--- src/design/pezv_pkg.sv ---
// pezv_pkg: shared constants, types and the arctangent table for the phase error block
// no dependencies
package pezv_pkg;

	localparam int SAMPLE_WIDTH_DEF = 24;
	localparam int ANGLE_WIDTH_DEF  = 16;
	localparam int CORDIC_STEPS_DEF = 16;

	localparam int BAND_W     = 15;
	localparam int NORM_W     = 24;
	localparam int APB_DATA_W = 32;
	localparam int APB_ADDR_W = 3;
	localparam int ZACC_W     = 32;
	localparam int ATAN_LEN   = 24;

	localparam logic [BAND_W-1:0] BAND_RESET = BAND_W'(1024);
	localparam logic [NORM_W-1:0] NORM_RESET = NORM_W'(1);

	// register select, taken from paddr[2]
	localparam logic REG_PHASE_BAND = 1'b0;
	localparam logic REG_NORM_THR   = 1'b1;

	typedef enum logic [2:0] {
		ST_IDLE,
		ST_SQ_A,
		ST_SQ_B,
		ST_ADD,
		ST_RUN,
		ST_FIN,
		ST_THR,
		ST_DONE
	} state_t;

	typedef struct packed {
		logic init;
		logic step;
	} polar_ctl_t;

	// atan(2^-i), 2^31 equals pi
	function automatic logic [ZACC_W-1:0] atan_step(input logic [4:0] idx);
		logic [ZACC_W-1:0] v;
		case (idx)
			5'd0:  v = 32'd536870912;
			5'd1:  v = 32'd316933406;
			5'd2:  v = 32'd167458907;
			5'd3:  v = 32'd85004756;
			5'd4:  v = 32'd42667331;
			5'd5:  v = 32'd21354465;
			5'd6:  v = 32'd10679838;
			5'd7:  v = 32'd5340245;
			5'd8:  v = 32'd2670163;
			5'd9:  v = 32'd1335087;
			5'd10: v = 32'd667544;
			5'd11: v = 32'd333772;
			5'd12: v = 32'd166886;
			5'd13: v = 32'd83443;
			5'd14: v = 32'd41722;
			5'd15: v = 32'd20861;
			5'd16: v = 32'd10430;
			5'd17: v = 32'd5215;
			5'd18: v = 32'd2608;
			5'd19: v = 32'd1304;
			5'd20: v = 32'd652;
			5'd21: v = 32'd326;
			5'd22: v = 32'd163;
			5'd23: v = 32'd81;
			default: v = '0;
		endcase
		return v;
	endfunction

endpackage

--- src/design/pezv_item_if.sv ---
// pezv_item_if: input channel, one beat carries a measured and a reference vector
// depends on pezv_pkg
interface pezv_item_if
	import pezv_pkg::*;
#(
	parameter int SAMPLE_WIDTH = SAMPLE_WIDTH_DEF
) ();
	logic                           valid;
	logic                           ready;
	logic signed [SAMPLE_WIDTH-1:0] meas_a;
	logic signed [SAMPLE_WIDTH-1:0] meas_b;
	logic signed [SAMPLE_WIDTH-1:0] target_a;
	logic signed [SAMPLE_WIDTH-1:0] target_b;

	modport source (output valid, meas_a, meas_b, target_a, target_b, input ready);
	modport sink (input valid, meas_a, meas_b, target_a, target_b, output ready);
endinterface

--- src/design/pezv_result_if.sv ---
// pezv_result_if: output channel, one beat carries magnitudes, phases, error and flags
// depends on pezv_pkg
interface pezv_result_if
	import pezv_pkg::*;
#(
	parameter int SAMPLE_WIDTH = SAMPLE_WIDTH_DEF,
	parameter int ANGLE_WIDTH  = ANGLE_WIDTH_DEF
) ();
	logic                          valid;
	logic                          ready;
	logic [SAMPLE_WIDTH-1:0]       meas_magnitude;
	logic [SAMPLE_WIDTH-1:0]       target_magnitude;
	logic signed [ANGLE_WIDTH-1:0] meas_phase;
	logic signed [ANGLE_WIDTH-1:0] target_phase;
	logic signed [ANGLE_WIDTH-1:0] phase_error;
	logic                          zero_vector_flag;
	logic                          integrate_enable;

	modport source (output valid, meas_magnitude, target_magnitude, meas_phase,
		target_phase, phase_error, zero_vector_flag, integrate_enable, input ready);
	modport sink (input valid, meas_magnitude, target_magnitude, meas_phase,
		target_phase, phase_error, zero_vector_flag, integrate_enable, output ready);
endinterface

--- src/design/phase_error_zero_vector_hysteresis.sv ---
// phase_error_zero_vector_hysteresis: top level, sequencer, shared multiplier, APB registers
// depends on pezv_pkg, pezv_item_if, pezv_result_if, pezv_polar
//
// Takes a measured and a reference (alpha, beta) vector per input beat and returns one result
// beat: both magnitudes (rounded, saturating), both phases (2^(ANGLE_WIDTH-1) is pi), the
// wrapped phase error, the zero-vector hysteresis flag and the integrate enable. Each item
// runs the shared multiplier passes for the squares, then the square-root recurrence, which
// yields one result bit per cycle and runs alongside the CORDIC iterations, once per vector,
// and a last multiplier pass for the threshold. The input is not ready while an item is at
// work; a finished result sits in an output register, so the next item may be taken while it
// waits. Registers: phase_band at 0x0, norm_threshold at 0x4.
module phase_error_zero_vector_hysteresis
	import pezv_pkg::*;
#(
	parameter int SAMPLE_WIDTH = SAMPLE_WIDTH_DEF,
	parameter int ANGLE_WIDTH  = ANGLE_WIDTH_DEF,
	parameter int CORDIC_STEPS = CORDIC_STEPS_DEF
) (
	input  logic                   clk,
	input  logic                   arst_n,
	pezv_item_if.sink              item,
	pezv_result_if.source          result,
	input  logic                   psel,
	input  logic                   penable,
	input  logic                   pwrite,
	input  logic [APB_ADDR_W-1:0]  paddr,
	input  logic [APB_DATA_W-1:0]  pwdata,
	output logic [APB_DATA_W-1:0]  prdata,
	output logic                   pready
);
	localparam int SW      = SAMPLE_WIDTH;
	localparam int AW      = ANGLE_WIDTH;
	localparam int RUN_LEN = (SW > CORDIC_STEPS) ? SW : CORDIC_STEPS;
	localparam int IW      = $clog2(RUN_LEN);
	localparam int MW      = ((SW > NORM_W) ? SW : NORM_W) + 1;
	localparam int PW      = 2 * (MW - 1);
	localparam int CW      = ((AW + 2) > (BAND_W + 2)) ? (AW + 2) : (BAND_W + 2);

	state_t state_q, state_nxt;

	logic [BAND_W-1:0]     band_q;
	logic [NORM_W-1:0]     thr_q;
	logic                  flag_q;
	logic                  sel_q;
	logic [IW-1:0]         cnt_q;
	logic                  out_valid_q;

	logic signed [SW-1:0]  ma_q, mb_q, ta_q, tb_q;
	logic [PW-1:0]         prod_q, sum_q;
	logic [SW-1:0]         mmag_q, tmag_q;
	logic [AW-1:0]         mph_q, tph_q;

	logic [SW-1:0]         res_mmag_q, res_tmag_q;
	logic [AW-1:0]         res_mph_q, res_tph_q, res_err_q;
	logic                  res_int_q;

	logic signed [MW-1:0]  mul_op;
	logic signed [2*MW-1:0] mul_full;
	logic [PW-1:0]         sum_nxt;
	logic signed [SW-1:0]  comp_a, comp_b;
	logic [SW-1:0]         magnitude;
	logic [AW-1:0]         phase;
	logic [AW-1:0]         err;
	logic signed [CW-1:0]  twice, band_s;
	logic                  flag_nxt;
	logic                  run_last, out_free, cfg_wr;
	polar_ctl_t            ctl;

	// apb registers
	assign pready = 1'b1;
	assign cfg_wr = psel && penable && pwrite;

	always_ff @(posedge clk or negedge arst_n) begin
		if (!arst_n) begin
			band_q <= BAND_RESET;
			thr_q  <= NORM_RESET;
		end else if (cfg_wr) begin
			case (paddr[2])
				REG_PHASE_BAND: band_q <= pwdata[BAND_W-1:0];
				REG_NORM_THR:   thr_q  <= pwdata[NORM_W-1:0];
				default: ;
			endcase
		end
	end

	always_comb begin
		case (paddr[2])
			REG_PHASE_BAND: prdata = APB_DATA_W'(band_q);
			REG_NORM_THR:   prdata = APB_DATA_W'(thr_q);
			default:        prdata = '0;
		endcase
	end

	// next state
	assign run_last = cnt_q == IW'(RUN_LEN - 1);
	assign out_free = !out_valid_q || result.ready;

	always_comb begin
		state_nxt = state_q;
		case (state_q)
			ST_IDLE: if (item.valid) state_nxt = ST_SQ_A;
			ST_SQ_A: state_nxt = ST_SQ_B;
			ST_SQ_B: state_nxt = ST_ADD;
			ST_ADD:  state_nxt = ST_RUN;
			ST_RUN:  if (run_last) state_nxt = ST_FIN;
			ST_FIN:  state_nxt = sel_q ? ST_THR : ST_SQ_A;
			ST_THR:  state_nxt = ST_DONE;
			ST_DONE: if (out_free) state_nxt = ST_IDLE;
			default: state_nxt = ST_IDLE;
		endcase
	end

	// outputs of the sequencer
	always_comb begin
		item.ready = 1'b0;
		ctl        = '0;
		case (state_q)
			ST_IDLE: item.ready = 1'b1;
			ST_ADD:  ctl.init   = 1'b1;
			ST_RUN:  ctl.step   = 1'b1;
			default: ;
		endcase
	end

	// shared multiplier
	assign comp_a = sel_q ? ta_q : ma_q;
	assign comp_b = sel_q ? tb_q : mb_q;

	always_comb begin
		case (state_q)
			ST_SQ_A: mul_op = MW'(comp_a);
			ST_SQ_B: mul_op = MW'(comp_b);
			ST_THR:  mul_op = $signed(MW'(thr_q));
			default: mul_op = '0;
		endcase
		mul_full = mul_op * mul_op;
		sum_nxt  = sum_q + prod_q;
	end

	pezv_polar #(
		.SAMPLE_WIDTH (SW),
		.ANGLE_WIDTH  (AW),
		.CORDIC_STEPS (CORDIC_STEPS)
	) u_polar (
		.clk       (clk),
		.arst_n    (arst_n),
		.ctl       (ctl),
		.idx       (cnt_q),
		.comp_a    (comp_a),
		.comp_b    (comp_b),
		.sum_sq    (sum_nxt[2*SW-1:0]),
		.magnitude (magnitude),
		.phase     (phase)
	);

	// error and hysteresis
	always_comb begin
		err      = mph_q - tph_q;
		twice    = CW'($signed(err)) <<< 1;
		band_s   = $signed(CW'(band_q));
		flag_nxt = flag_q;
		if (twice > band_s)
			flag_nxt = 1'b1;
		else if (flag_q && (twice < -band_s))
			flag_nxt = 1'b0;
	end

	always_ff @(posedge clk or negedge arst_n) begin
		if (!arst_n) begin
			state_q     <= ST_IDLE;
			flag_q      <= 1'b0;
			sel_q       <= 1'b0;
			cnt_q       <= '0;
			out_valid_q <= 1'b0;
		end else begin
			state_q <= state_nxt;
			if (state_q == ST_IDLE)
				sel_q <= 1'b0;
			else if (state_q == ST_FIN)
				sel_q <= 1'b1;
			if (state_q == ST_RUN)
				cnt_q <= cnt_q + IW'(1);
			else
				cnt_q <= '0;
			if (state_q == ST_DONE && out_free) begin
				out_valid_q <= 1'b1;
				flag_q      <= flag_nxt;
			end else if (result.ready) begin
				out_valid_q <= 1'b0;
			end
		end
	end

	always_ff @(posedge clk) begin
		if (state_q == ST_IDLE && item.valid) begin
			ma_q <= item.meas_a;
			mb_q <= item.meas_b;
			ta_q <= item.target_a;
			tb_q <= item.target_b;
		end
		if (state_q inside {ST_SQ_A, ST_SQ_B, ST_THR})
			prod_q <= mul_full[PW-1:0];
		if (state_q == ST_SQ_B)
			sum_q <= prod_q;
		else if (state_q == ST_ADD)
			sum_q <= sum_nxt;
		if (state_q == ST_FIN) begin
			if (sel_q) begin
				tmag_q <= magnitude;
				tph_q  <= phase;
			end else begin
				mmag_q <= magnitude;
				mph_q  <= phase;
			end
		end
		if (state_q == ST_DONE && out_free) begin
			res_mmag_q <= mmag_q;
			res_tmag_q <= tmag_q;
			res_mph_q  <= mph_q;
			res_tph_q  <= tph_q;
			res_err_q  <= err;
			res_int_q  <= sum_q > prod_q;
		end
	end

	assign result.valid            = out_valid_q;
	assign result.meas_magnitude   = res_mmag_q;
	assign result.target_magnitude = res_tmag_q;
	assign result.meas_phase       = res_mph_q;
	assign result.target_phase     = res_tph_q;
	assign result.phase_error      = res_err_q;
	assign result.zero_vector_flag = flag_q;
	assign result.integrate_enable = res_int_q;
endmodule

--- src/design/pezv_polar.sv ---
// pezv_polar: iterative square root and CORDIC vectoring unit, one step per cycle while ctl.step is high
// depends on pezv_pkg
module pezv_polar
	import pezv_pkg::*;
#(
	parameter int SAMPLE_WIDTH = SAMPLE_WIDTH_DEF,
	parameter int ANGLE_WIDTH  = ANGLE_WIDTH_DEF,
	parameter int CORDIC_STEPS = CORDIC_STEPS_DEF,
	localparam int RUN_LEN     = (SAMPLE_WIDTH > CORDIC_STEPS) ? SAMPLE_WIDTH : CORDIC_STEPS,
	localparam int IW          = $clog2(RUN_LEN)
) (
	input  logic                           clk,
	input  logic                           arst_n,
	input  polar_ctl_t                     ctl,
	input  logic [IW-1:0]                  idx,
	input  logic signed [SAMPLE_WIDTH-1:0] comp_a,
	input  logic signed [SAMPLE_WIDTH-1:0] comp_b,
	input  logic [2*SAMPLE_WIDTH-1:0]      sum_sq,
	output logic [SAMPLE_WIDTH-1:0]        magnitude,
	output logic [ANGLE_WIDTH-1:0]         phase
);
	localparam int SW    = SAMPLE_WIDTH;
	localparam int GUARD = 40 - SW;
	localparam int XW    = 43;
	localparam int RW    = SW + 3;

	logic signed [XW-1:0]    x_q, y_q;
	logic [ZACC_W-1:0]       z_q;
	logic                    zero_q;
	logic [2*SW-1:0]         rad_q;
	logic [RW-1:0]           rem_q;
	logic [SW-1:0]           root_q;

	logic signed [XW-1:0]    ax, bx, dx, dy;
	logic [ZACC_W-1:0]       atan_v, z_rnd;
	logic [RW-1:0]           rem_sh;
	logic [RW:0]             trial;
	logic [SW:0]             mag_rnd;
	logic                    cordic_on, sqrt_on;

	always_comb begin
		ax        = XW'(comp_a) <<< GUARD;
		bx        = XW'(comp_b) <<< GUARD;
		dx        = y_q >>> idx;
		dy        = x_q >>> idx;
		atan_v    = atan_step(5'(idx));
		cordic_on = 32'(idx) < CORDIC_STEPS;
		sqrt_on   = 32'(idx) < SW;
		rem_sh    = {rem_q[RW-3:0], rad_q[2*SW-1 -: 2]};
		trial     = {1'b0, rem_sh} - {1'b0, RW'({root_q, 2'b01})};
	end

	always_ff @(posedge clk or negedge arst_n) begin
		if (!arst_n) begin
			zero_q <= 1'b0;
		end else if (ctl.init) begin
			zero_q <= (comp_a == '0) && (comp_b == '0);
		end
	end

	always_ff @(posedge clk) begin
		if (ctl.init) begin
			if (ax < 0) begin
				x_q <= -ax;
				y_q <= -bx;
				z_q <= 32'h8000_0000;
			end else begin
				x_q <= ax;
				y_q <= bx;
				z_q <= '0;
			end
			rad_q  <= sum_sq;
			rem_q  <= '0;
			root_q <= '0;
		end else if (ctl.step) begin
			if (cordic_on) begin
				if (y_q > 0) begin
					x_q <= x_q + dx;
					y_q <= y_q - dy;
					z_q <= z_q + atan_v;
				end else begin
					x_q <= x_q - dx;
					y_q <= y_q + dy;
					z_q <= z_q - atan_v;
				end
			end
			if (sqrt_on) begin
				rad_q <= rad_q << 2;
				if (!trial[RW]) begin
					rem_q  <= trial[RW-1:0];
					root_q <= {root_q[SW-2:0], 1'b1};
				end else begin
					rem_q  <= rem_sh;
					root_q <= {root_q[SW-2:0], 1'b0};
				end
			end
		end
	end

	// round to nearest, saturate
	always_comb begin
		mag_rnd   = {1'b0, root_q} + ((rem_q > RW'(root_q)) ? (SW+1)'(1) : '0);
		magnitude = mag_rnd[SW] ? '1 : mag_rnd[SW-1:0];
		z_rnd     = z_q + (ZACC_W'(1) << (31 - ANGLE_WIDTH));
		phase     = zero_q ? '0 : z_rnd[ZACC_W-1 -: ANGLE_WIDTH];
	end
endmodule

--- src/flat_wrapper.sv ---
// flat-port wrapper written by rule: the top's interface ports become plain ports
module phase_error_zero_vector_hysteresis_flat import pezv_pkg::*;
#(
	parameter int SAMPLE_WIDTH = SAMPLE_WIDTH_DEF,
	parameter int ANGLE_WIDTH  = ANGLE_WIDTH_DEF,
	parameter int CORDIC_STEPS = CORDIC_STEPS_DEF
)
  (clk, arst_n, psel, penable, pwrite, paddr, pwdata, prdata, pready, item_valid, item_meas_a, item_meas_b, item_target_a, item_target_b, item_ready, result_valid, result_meas_magnitude, result_target_magnitude, result_meas_phase, result_target_phase, result_phase_error, result_zero_vector_flag, result_integrate_enable, result_ready);
  pezv_item_if #(.SAMPLE_WIDTH(SAMPLE_WIDTH)) item_i ();
  pezv_result_if #(.SAMPLE_WIDTH(SAMPLE_WIDTH), .ANGLE_WIDTH(ANGLE_WIDTH)) result_i ();
  input  logic clk;
  input  logic arst_n;
  input  logic psel;
  input  logic penable;
  input  logic pwrite;
  input  logic [APB_ADDR_W-1:0] paddr;
  input  logic [APB_DATA_W-1:0] pwdata;
  output logic [APB_DATA_W-1:0] prdata;
  output logic pready;
  input wire logic [$bits(item_i.valid)-1:0] item_valid;
  input wire logic [$bits(item_i.meas_a)-1:0] item_meas_a;
  input wire logic [$bits(item_i.meas_b)-1:0] item_meas_b;
  input wire logic [$bits(item_i.target_a)-1:0] item_target_a;
  input wire logic [$bits(item_i.target_b)-1:0] item_target_b;
  output wire logic [$bits(item_i.ready)-1:0] item_ready;
  output wire logic [$bits(result_i.valid)-1:0] result_valid;
  output wire logic [$bits(result_i.meas_magnitude)-1:0] result_meas_magnitude;
  output wire logic [$bits(result_i.target_magnitude)-1:0] result_target_magnitude;
  output wire logic [$bits(result_i.meas_phase)-1:0] result_meas_phase;
  output wire logic [$bits(result_i.target_phase)-1:0] result_target_phase;
  output wire logic [$bits(result_i.phase_error)-1:0] result_phase_error;
  output wire logic [$bits(result_i.zero_vector_flag)-1:0] result_zero_vector_flag;
  output wire logic [$bits(result_i.integrate_enable)-1:0] result_integrate_enable;
  input wire logic [$bits(result_i.ready)-1:0] result_ready;
  assign item_i.valid = item_valid;
  assign item_i.meas_a = item_meas_a;
  assign item_i.meas_b = item_meas_b;
  assign item_i.target_a = item_target_a;
  assign item_i.target_b = item_target_b;
  assign item_ready = item_i.ready;
  assign result_valid = result_i.valid;
  assign result_meas_magnitude = result_i.meas_magnitude;
  assign result_target_magnitude = result_i.target_magnitude;
  assign result_meas_phase = result_i.meas_phase;
  assign result_target_phase = result_i.target_phase;
  assign result_phase_error = result_i.phase_error;
  assign result_zero_vector_flag = result_i.zero_vector_flag;
  assign result_integrate_enable = result_i.integrate_enable;
  assign result_i.ready = result_ready;
  phase_error_zero_vector_hysteresis #(.SAMPLE_WIDTH(SAMPLE_WIDTH), .ANGLE_WIDTH(ANGLE_WIDTH), .CORDIC_STEPS(CORDIC_STEPS)) u_core (.clk(clk), .arst_n(arst_n), .item(item_i), .result(result_i), .psel(psel), .penable(penable), .pwrite(pwrite), .paddr(paddr), .pwdata(pwdata), .prdata(prdata), .pready(pready));
endmodule
--- config.mk ---
export PLATFORM = sky130hd
export DESIGN_NAME = phase_error_zero_vector_hysteresis_flat
export DESIGN_NICKNAME = d
export VERILOG_FILES = /design/src/design/pezv_pkg.sv /design/src/design/pezv_item_if.sv /design/src/design/pezv_result_if.sv /design/src/design/phase_error_zero_vector_hysteresis.sv /design/src/design/pezv_polar.sv /design/src/flat_wrapper.sv
export SDC_FILE = /design/constraint.sdc
export NUM_CORES = 2
export LEC_CHECK = 0
export BUFFER_PORTS_ARGS = -buffer_cell sky130_fd_sc_hd__buf_2
export CORE_UTILIZATION = 30
export DETAILED_ROUTE_END_ITERATION = 12
export PLACE_DENSITY_LB_ADDON = 0.15
export RECOVER_POWER = 25
export SYNTH_ARGS = -nofsm -noshare
export SYNTH_HDL_FRONTEND = slang
export SYNTH_SLANG_ARGS = --single-unit
--- constraint.sdc ---
create_clock -name clk -period 24.9 [get_ports clk]
set_clock_uncertainty 0.2 [all_clocks]
set_input_delay 7.47 -clock clk [delete_from_list [all_inputs] [get_ports clk]]
set_output_delay 7.47 -clock clk [all_outputs]
set_load 0.005 [all_outputs]
Yosys cells after proc, flatten, opt, wreduce, memory -nomap -nowiden

Memories as Yosys holds them, arrays and structs flattened.
Index checks and enable logic that the tools add are counted.
Widths: inputs -> output; s select.

Bits in registers: 637
Memory bits (read-only): 960
Input port bits: 138
Output and inout port bits: 133
Word-level logic and storage cells: 142
Memories: 1

Memories:

| memory           | words | width | rd ports | clocked after memory_dff | wr ports | line           | text |
|---|---|---|---|---|---|---|---|
| (name not given) | 32    | 30    | 1        | 0                        | 0        | pezv_pkg.sv:42 | `case (idx)` |

Add/subtract/negate cells: 15
Multipliers: 1
$lt $le $gt $ge: 8
Equality and inequality tests: 11
Shift-type cells: 2
Mux-type cells: 44
Bitwise logic cells: 2
Reduce and logical (&&, ||, !) cells: 28

Operator list:

| cell                   | count |
|---|---|
| $mux 43                | 10 |
| $mux 48                | 5 |
| $mux 32                | 5 |
| $add 43x43->43         | 2 |
| $neg 40->43            | 2 |
| $sshr 43x5->43         | 2 |
| $sub 43x43->43         | 2 |
| $pmux 25 s3            | 1 |
| $mux 24                | 3 |
| $pmux 32 s2            | 1 |
| $add 48x48->48         | 1 |
| $gt 48x48->1           | 1 |
| $logic_not 24->1       | 2 |
| $mul 25x25->48         | 1 |
| $gt 43x1->1 const B    | 1 |
| $lt 40x1->1 const B    | 1 |
| $add 32x16->32 const B | 1 |
| $add 32x32->32         | 1 |
| $sub 32x32->32         | 1 |
| $sub 27x26->28         | 1 |
| $gt 27x24->1           | 1 |
| $mux 27                | 1 |
| $add 24x1->25          | 1 |
| $pmux 3 s8             | 1 |
| 25 further kinds       | 63 |

Logic depth before layout (Yosys ltp)

Depth after elaboration: 6
Mapped depth: 38
Depth with buffers taken out: 32

Cells and area by module

A second synthesis with hierarchy kept.

Cells, all modules: 7,061
Area, all modules: 68,303.0 µm²

By module, submodules not included:

| module                             | times used | cells an instance | area each (µm²) | sequential area each (µm²) |
|---|---|---|---|---|
| phase_error_zero_vector_hysteresis | 1          | 3,778             | 40,543.9        | 12,304.3 |
| pezv_polar                         | 1          | 3,283             | 27,759.1        | 6,030.8 |

Least setup slack after synthesis

No wires, ideal clock.

Kind: input-to-output
Start point: input paddr[2]
End point: output prdata[21]
Arrival time: 8.119 ns
Data required time: 17.230 ns
Slack: 9.111 ns
Stages on the path: 3
Path buffers: 2
Cells stage by stage: clkbuf_1 -> clkbuf_1 -> and2_1

Cells in the longest elaborated chain, start to end: 2

RTL lines:

| item          | line                                     | text |
|---|---|---|
| from (decl)   | flat_wrapper.sv:16                       | `input logic [APB_ADDR_W-1:0] paddr;` |
| $not 1->1     | phase_error_zero_vector_hysteresis.sv:87 | `case (paddr[2])` |
| $pmux 32 s2 * | phase_error_zero_vector_hysteresis.sv:87 |  |
| to (decl)     | flat_wrapper.sv:18                       | `output logic [APB_DATA_W-1:0] prdata;` |

Mark *: on every way between the ends. The rest lies on a longest branch, timed or not. The select of a mux whose other input is x is not followed.

Worst setup path after layout

Start point: input paddr[2]
End point: output prdata[0]

The elaborated chain is that of the path after synthesis.

==> impl_metrics.yaml <==
logic_synthesis:
  synth_edf_count: 534
  syn-cell-area_mm2: 0.0661
  ys_seq_elements: 636
  syn_inst: 6890
  synth_top_area_share_pct: 24.3
  ys_seq_area_share_pct: 27.7
  yosys_warnings: 0
  yosysUniqueCellTypes: 108
  synth_ff_type: "edfxtp_1"
  yosysTopAreaCell: "edfxtp_1"
  avgSynthCellArea_um2: 9.59
  async_flop_share_pct: 8.02
  synth_area_leaders: "edfxtp_1 (24%), fa_1 (18%), ha_1 (8.2%)"
detailed_routing:
  drt_iter0_markers: 3429
  drc: 0
  wl_um: 222000
  drt-vias-per-instance: 5.11
  dr.pass1.iters: 5
  final_antenna_net_count: 0
  via_count: 51100
  wire_per_inst_um: 22.2
grt:
  grt_pass1_wl_um: 334000
  first_global_vias: 51800
  antenna_found_initial: 10
  grt_max_degree: 88
  grt_usage_pct: 19.9
  overflow: 0
worst_setup_path:
  reg2reg_slack_ns: 13.36
  critical_path_arrival_ns: 8.65
  crit_type: "in -> out"
  cp_num_cells: 3
  cpPeakStageDelay_ns: 0.60
  rr_worst_depth: 33
  path_common_cell: "buf_2"
  crit_chain: "buf_2 -> mux2_2 -> buf_2"
  end_kind: "output pin"
  startpoint_type: "input pin"
  crit_buf_inv: 2
  cp_slowest_cell: "buf_2"
  rr_endpoint: "u_core.prod_q[47]"
  cp_max_fo: 40
  cp_top_family: "buffers and inverters"
  r2r-start: "u_core.sel_q"
  required_ns: 17.23
die:
  core_mm2: 0.218
  die-width_um: 471
  ios: 271
  dieArea_mm2: 0.222
  rows: 171
  die_y_um: 471
  start_util_pct: 30.3
timing:
  max_slew_margin_pct: -160
  setup_viol: 0
  rsz0062_at_grt: "false"
  drv_slew: 466
  fmax_mhz: 61.3
  fin_setup_tns_ns: 0
  hold_viol: 0
  setup_ws_ns: 8.58
  period_share_pct: 65.6
  worst_pin_slew_ns: 3.90
  holdWs_ns: 0.211
  fin_crit_ns: 16.32
hold_path:
  hp-start: "u_core.tmag_q[2]"
  min_path_cells: 0
  hp-class: "reg -> reg"
  worst_hold_path.endpoint: "u_core.result.target_magnitude[2]"
layout:
  drive_gt1_share_pct: 10.8
  syn_to_final_growth_pct: 11.1
  final_util_pct: 33.7
  multi_input_area_mm2: 0.0430
  n_fill_cell: 22500
  seqCellArea_mm2: 0.0184
  fin_cells: 9992
  nNetsFinal: 8217
cts:
  clkLatencyLatePin_ns: 0.74
  cts_tree: "done"
  root_buffer: "clkbuf_16"
  path_clk_slew_ns: 0.06
  ctsHoldBuffers: 0
  cts_buffers: 85
  post_cts_buffers: 0
  clkSinkCount: 636
  htreeDepth: 3
  clock_path_buffers: 3
  cts_resized: 0
power_and_ir_drop:
  peakVddDrop_v: 0.0000477
  p_int_uw: 1920
  p_per_area_mw_per_mm2: 34.6
  pwr-share-comb_pct: 3.1
  switching_share_pct: 24.4
  p_leak_uw: 0.0322
  clockPowerShare_pct: 50.2
  switching_power_uw: 621
  pwr-share-seq_pct: 46.7
placed_design:
  io_buffers: 251
  post-dp-hpwl_um: 174000
  gp_congestion: 0.924
  place_ws_ns: 8.54
  post-place-cells: 9812
outcome:
  status: "finished, violations left"
  violations: "max-capacitance violations, max-slew violations"
job:
  maxCapViolations: 10
[power groups by stage]
stage / registers [µW] / clock network (µW) / logic [µW]
after floorplan: 1190 / 0 / 48.0
after global placement: 1210 / 0 / 80.5
after detailed placement: 1210 / 0 / 81.4
after CTS: 1190 / 1320 / 82.1
after global routing: 1190 / 1360 / 90.7
final: 1190 / 1280 / 80.1
[sequential cells by signal, indices dropped and copies added, names as in the netlist, 24 cells and up]
signal,cells
u_core.u_polar.rad_q,48
u_core.thr_q,24
u_core.u_polar.rem_q,27
u_core.result.meas_magnitude,24
u_core.result.target_magnitude,24
u_core.u_polar.root_q,24
u_core.ta_q,24
u_core.sum_q,48
u_core.tb_q,24
u_core.tmag_q,24
u_core.u_polar.y_q,43
u_core.u_polar.x_q,43
u_core.ma_q,24
u_core.u_polar.z_q,32
u_core.mmag_q,24
u_core.mb_q,24
u_core.prod_q,47
[routing by layer]
| layer | track usage [%] | wire length [µm] | vias up | part of all wire, % |
|---|---|---|---|---|
| met2 | 32.7 | 105000 | 1250 | 47 |
| met4 | 7.62 | 8890 | 2 | 4.0 |
| li1 | - | - | 23900 | - |
| met3 | 2.67 | 10500 | 293 | 4.7 |
| met1 | 26.3 | 97000 | 25600 | 44 |
| met5 | 0 | 17 | - | 0.0077 |
[Yosys cell counts, drive strengths merged, types with 13 or more instances]
| cell type | count |
|---|---|
| a211oi | 42 |
| or2 | 27 |
| mux2 | 119 |
| a21oi | 430 |
| a21o | 114 |
| dfxtp | 51 |
| nor2b | 51 |
| nor3 | 90 |
| and3 | 41 |
| ha | 433 |
| o22ai | 21 |
| mux2i | 121 |
| a221oi | 22 |
| a31oi | 52 |
| mux4 | 101 |
| or3 | 29 |
| inv | 951 |
| o21ai | 406 |
| fa | 601 |
| or4 | 13 |
| nand2b | 58 |
| nand3 | 146 |
| xnor2 | 269 |
| clkbuf | 192 |
| edfxtp | 534 |
| o21a | 49 |
| o31ai | 35 |
| dfrtp | 49 |
| nand2 | 595 |
| o211ai | 37 |
| nor4 | 32 |
| o21bai | 54 |
| nor2 | 576 |
| a21boi | 15 |
| and2 | 39 |
| nand4 | 43 |
| xor2 | 154 |
| a22oi | 19 |
| buf | 99 |
[through the flow]
step | area [µm²] | total power [µW]
after floorplan | 66100 | 1230
after global placement | 70600 | 1290
after detailed placement | 70600 | 1290
after CTS | 73500 | 2590
after global routing | 73500 | 2630
final | 73500 | 2540
[area by class of cell]
type	count	area share, %
Multi-Input combinational cell	5013	58.6
Sequential cell	636	25.0
Inverter	957	4.89
Tap cell	2854	4.86
Clock buffer	99	2.98
Timing Repair Buffer	352	2.66
Clock inverter	60	0.954
Antenna cell	21	0.0715
[worst max-delay path by stage]
| stage | to | from | slack (ns) |
|---|---|---|---|
| global route | prdata[0] | paddr[2] | 8.53 |
| floorplan | prdata[21] | paddr[2] | 9.11 |
| detailed placement | prdata[0] | paddr[2] | 8.54 |
| finish | prdata[0] | paddr[2] | 8.58 |
| CTS | prdata[0] | paddr[2] | 8.54 |
| global placement | prdata[0] | paddr[2] | 8.56 |
[kinds of logic after synthesis]
| kind of cell | share of synthesized area [%] |
|---|---|
| mux | 7.35 |
| compound gates | 13.4 |
| simple gates | 12.2 |
| flops | 27.7 |
| xor+xnor | 5.61 |
| fa+ha+maj | 26.4 |
| buf+inv | 7.31 |
| other cells | 0.0114 |
[layout by cell type (no fill, tap or decap), drive strengths merged, types with 154 or more instances in the layout]
cell type | netlist | final
edfxtp | 534 | 534
a21oi | 430 | 430
fa | 601 | 601
nand2 | 595 | 595
xor2 | 154 | 154
xnor2 | 269 | 269
inv | 951 | 958
nor2 | 576 | 576
ha | 433 | 433
buf | 99 | 336
o21ai | 406 | 406
(Power assumes the default switching activity.)
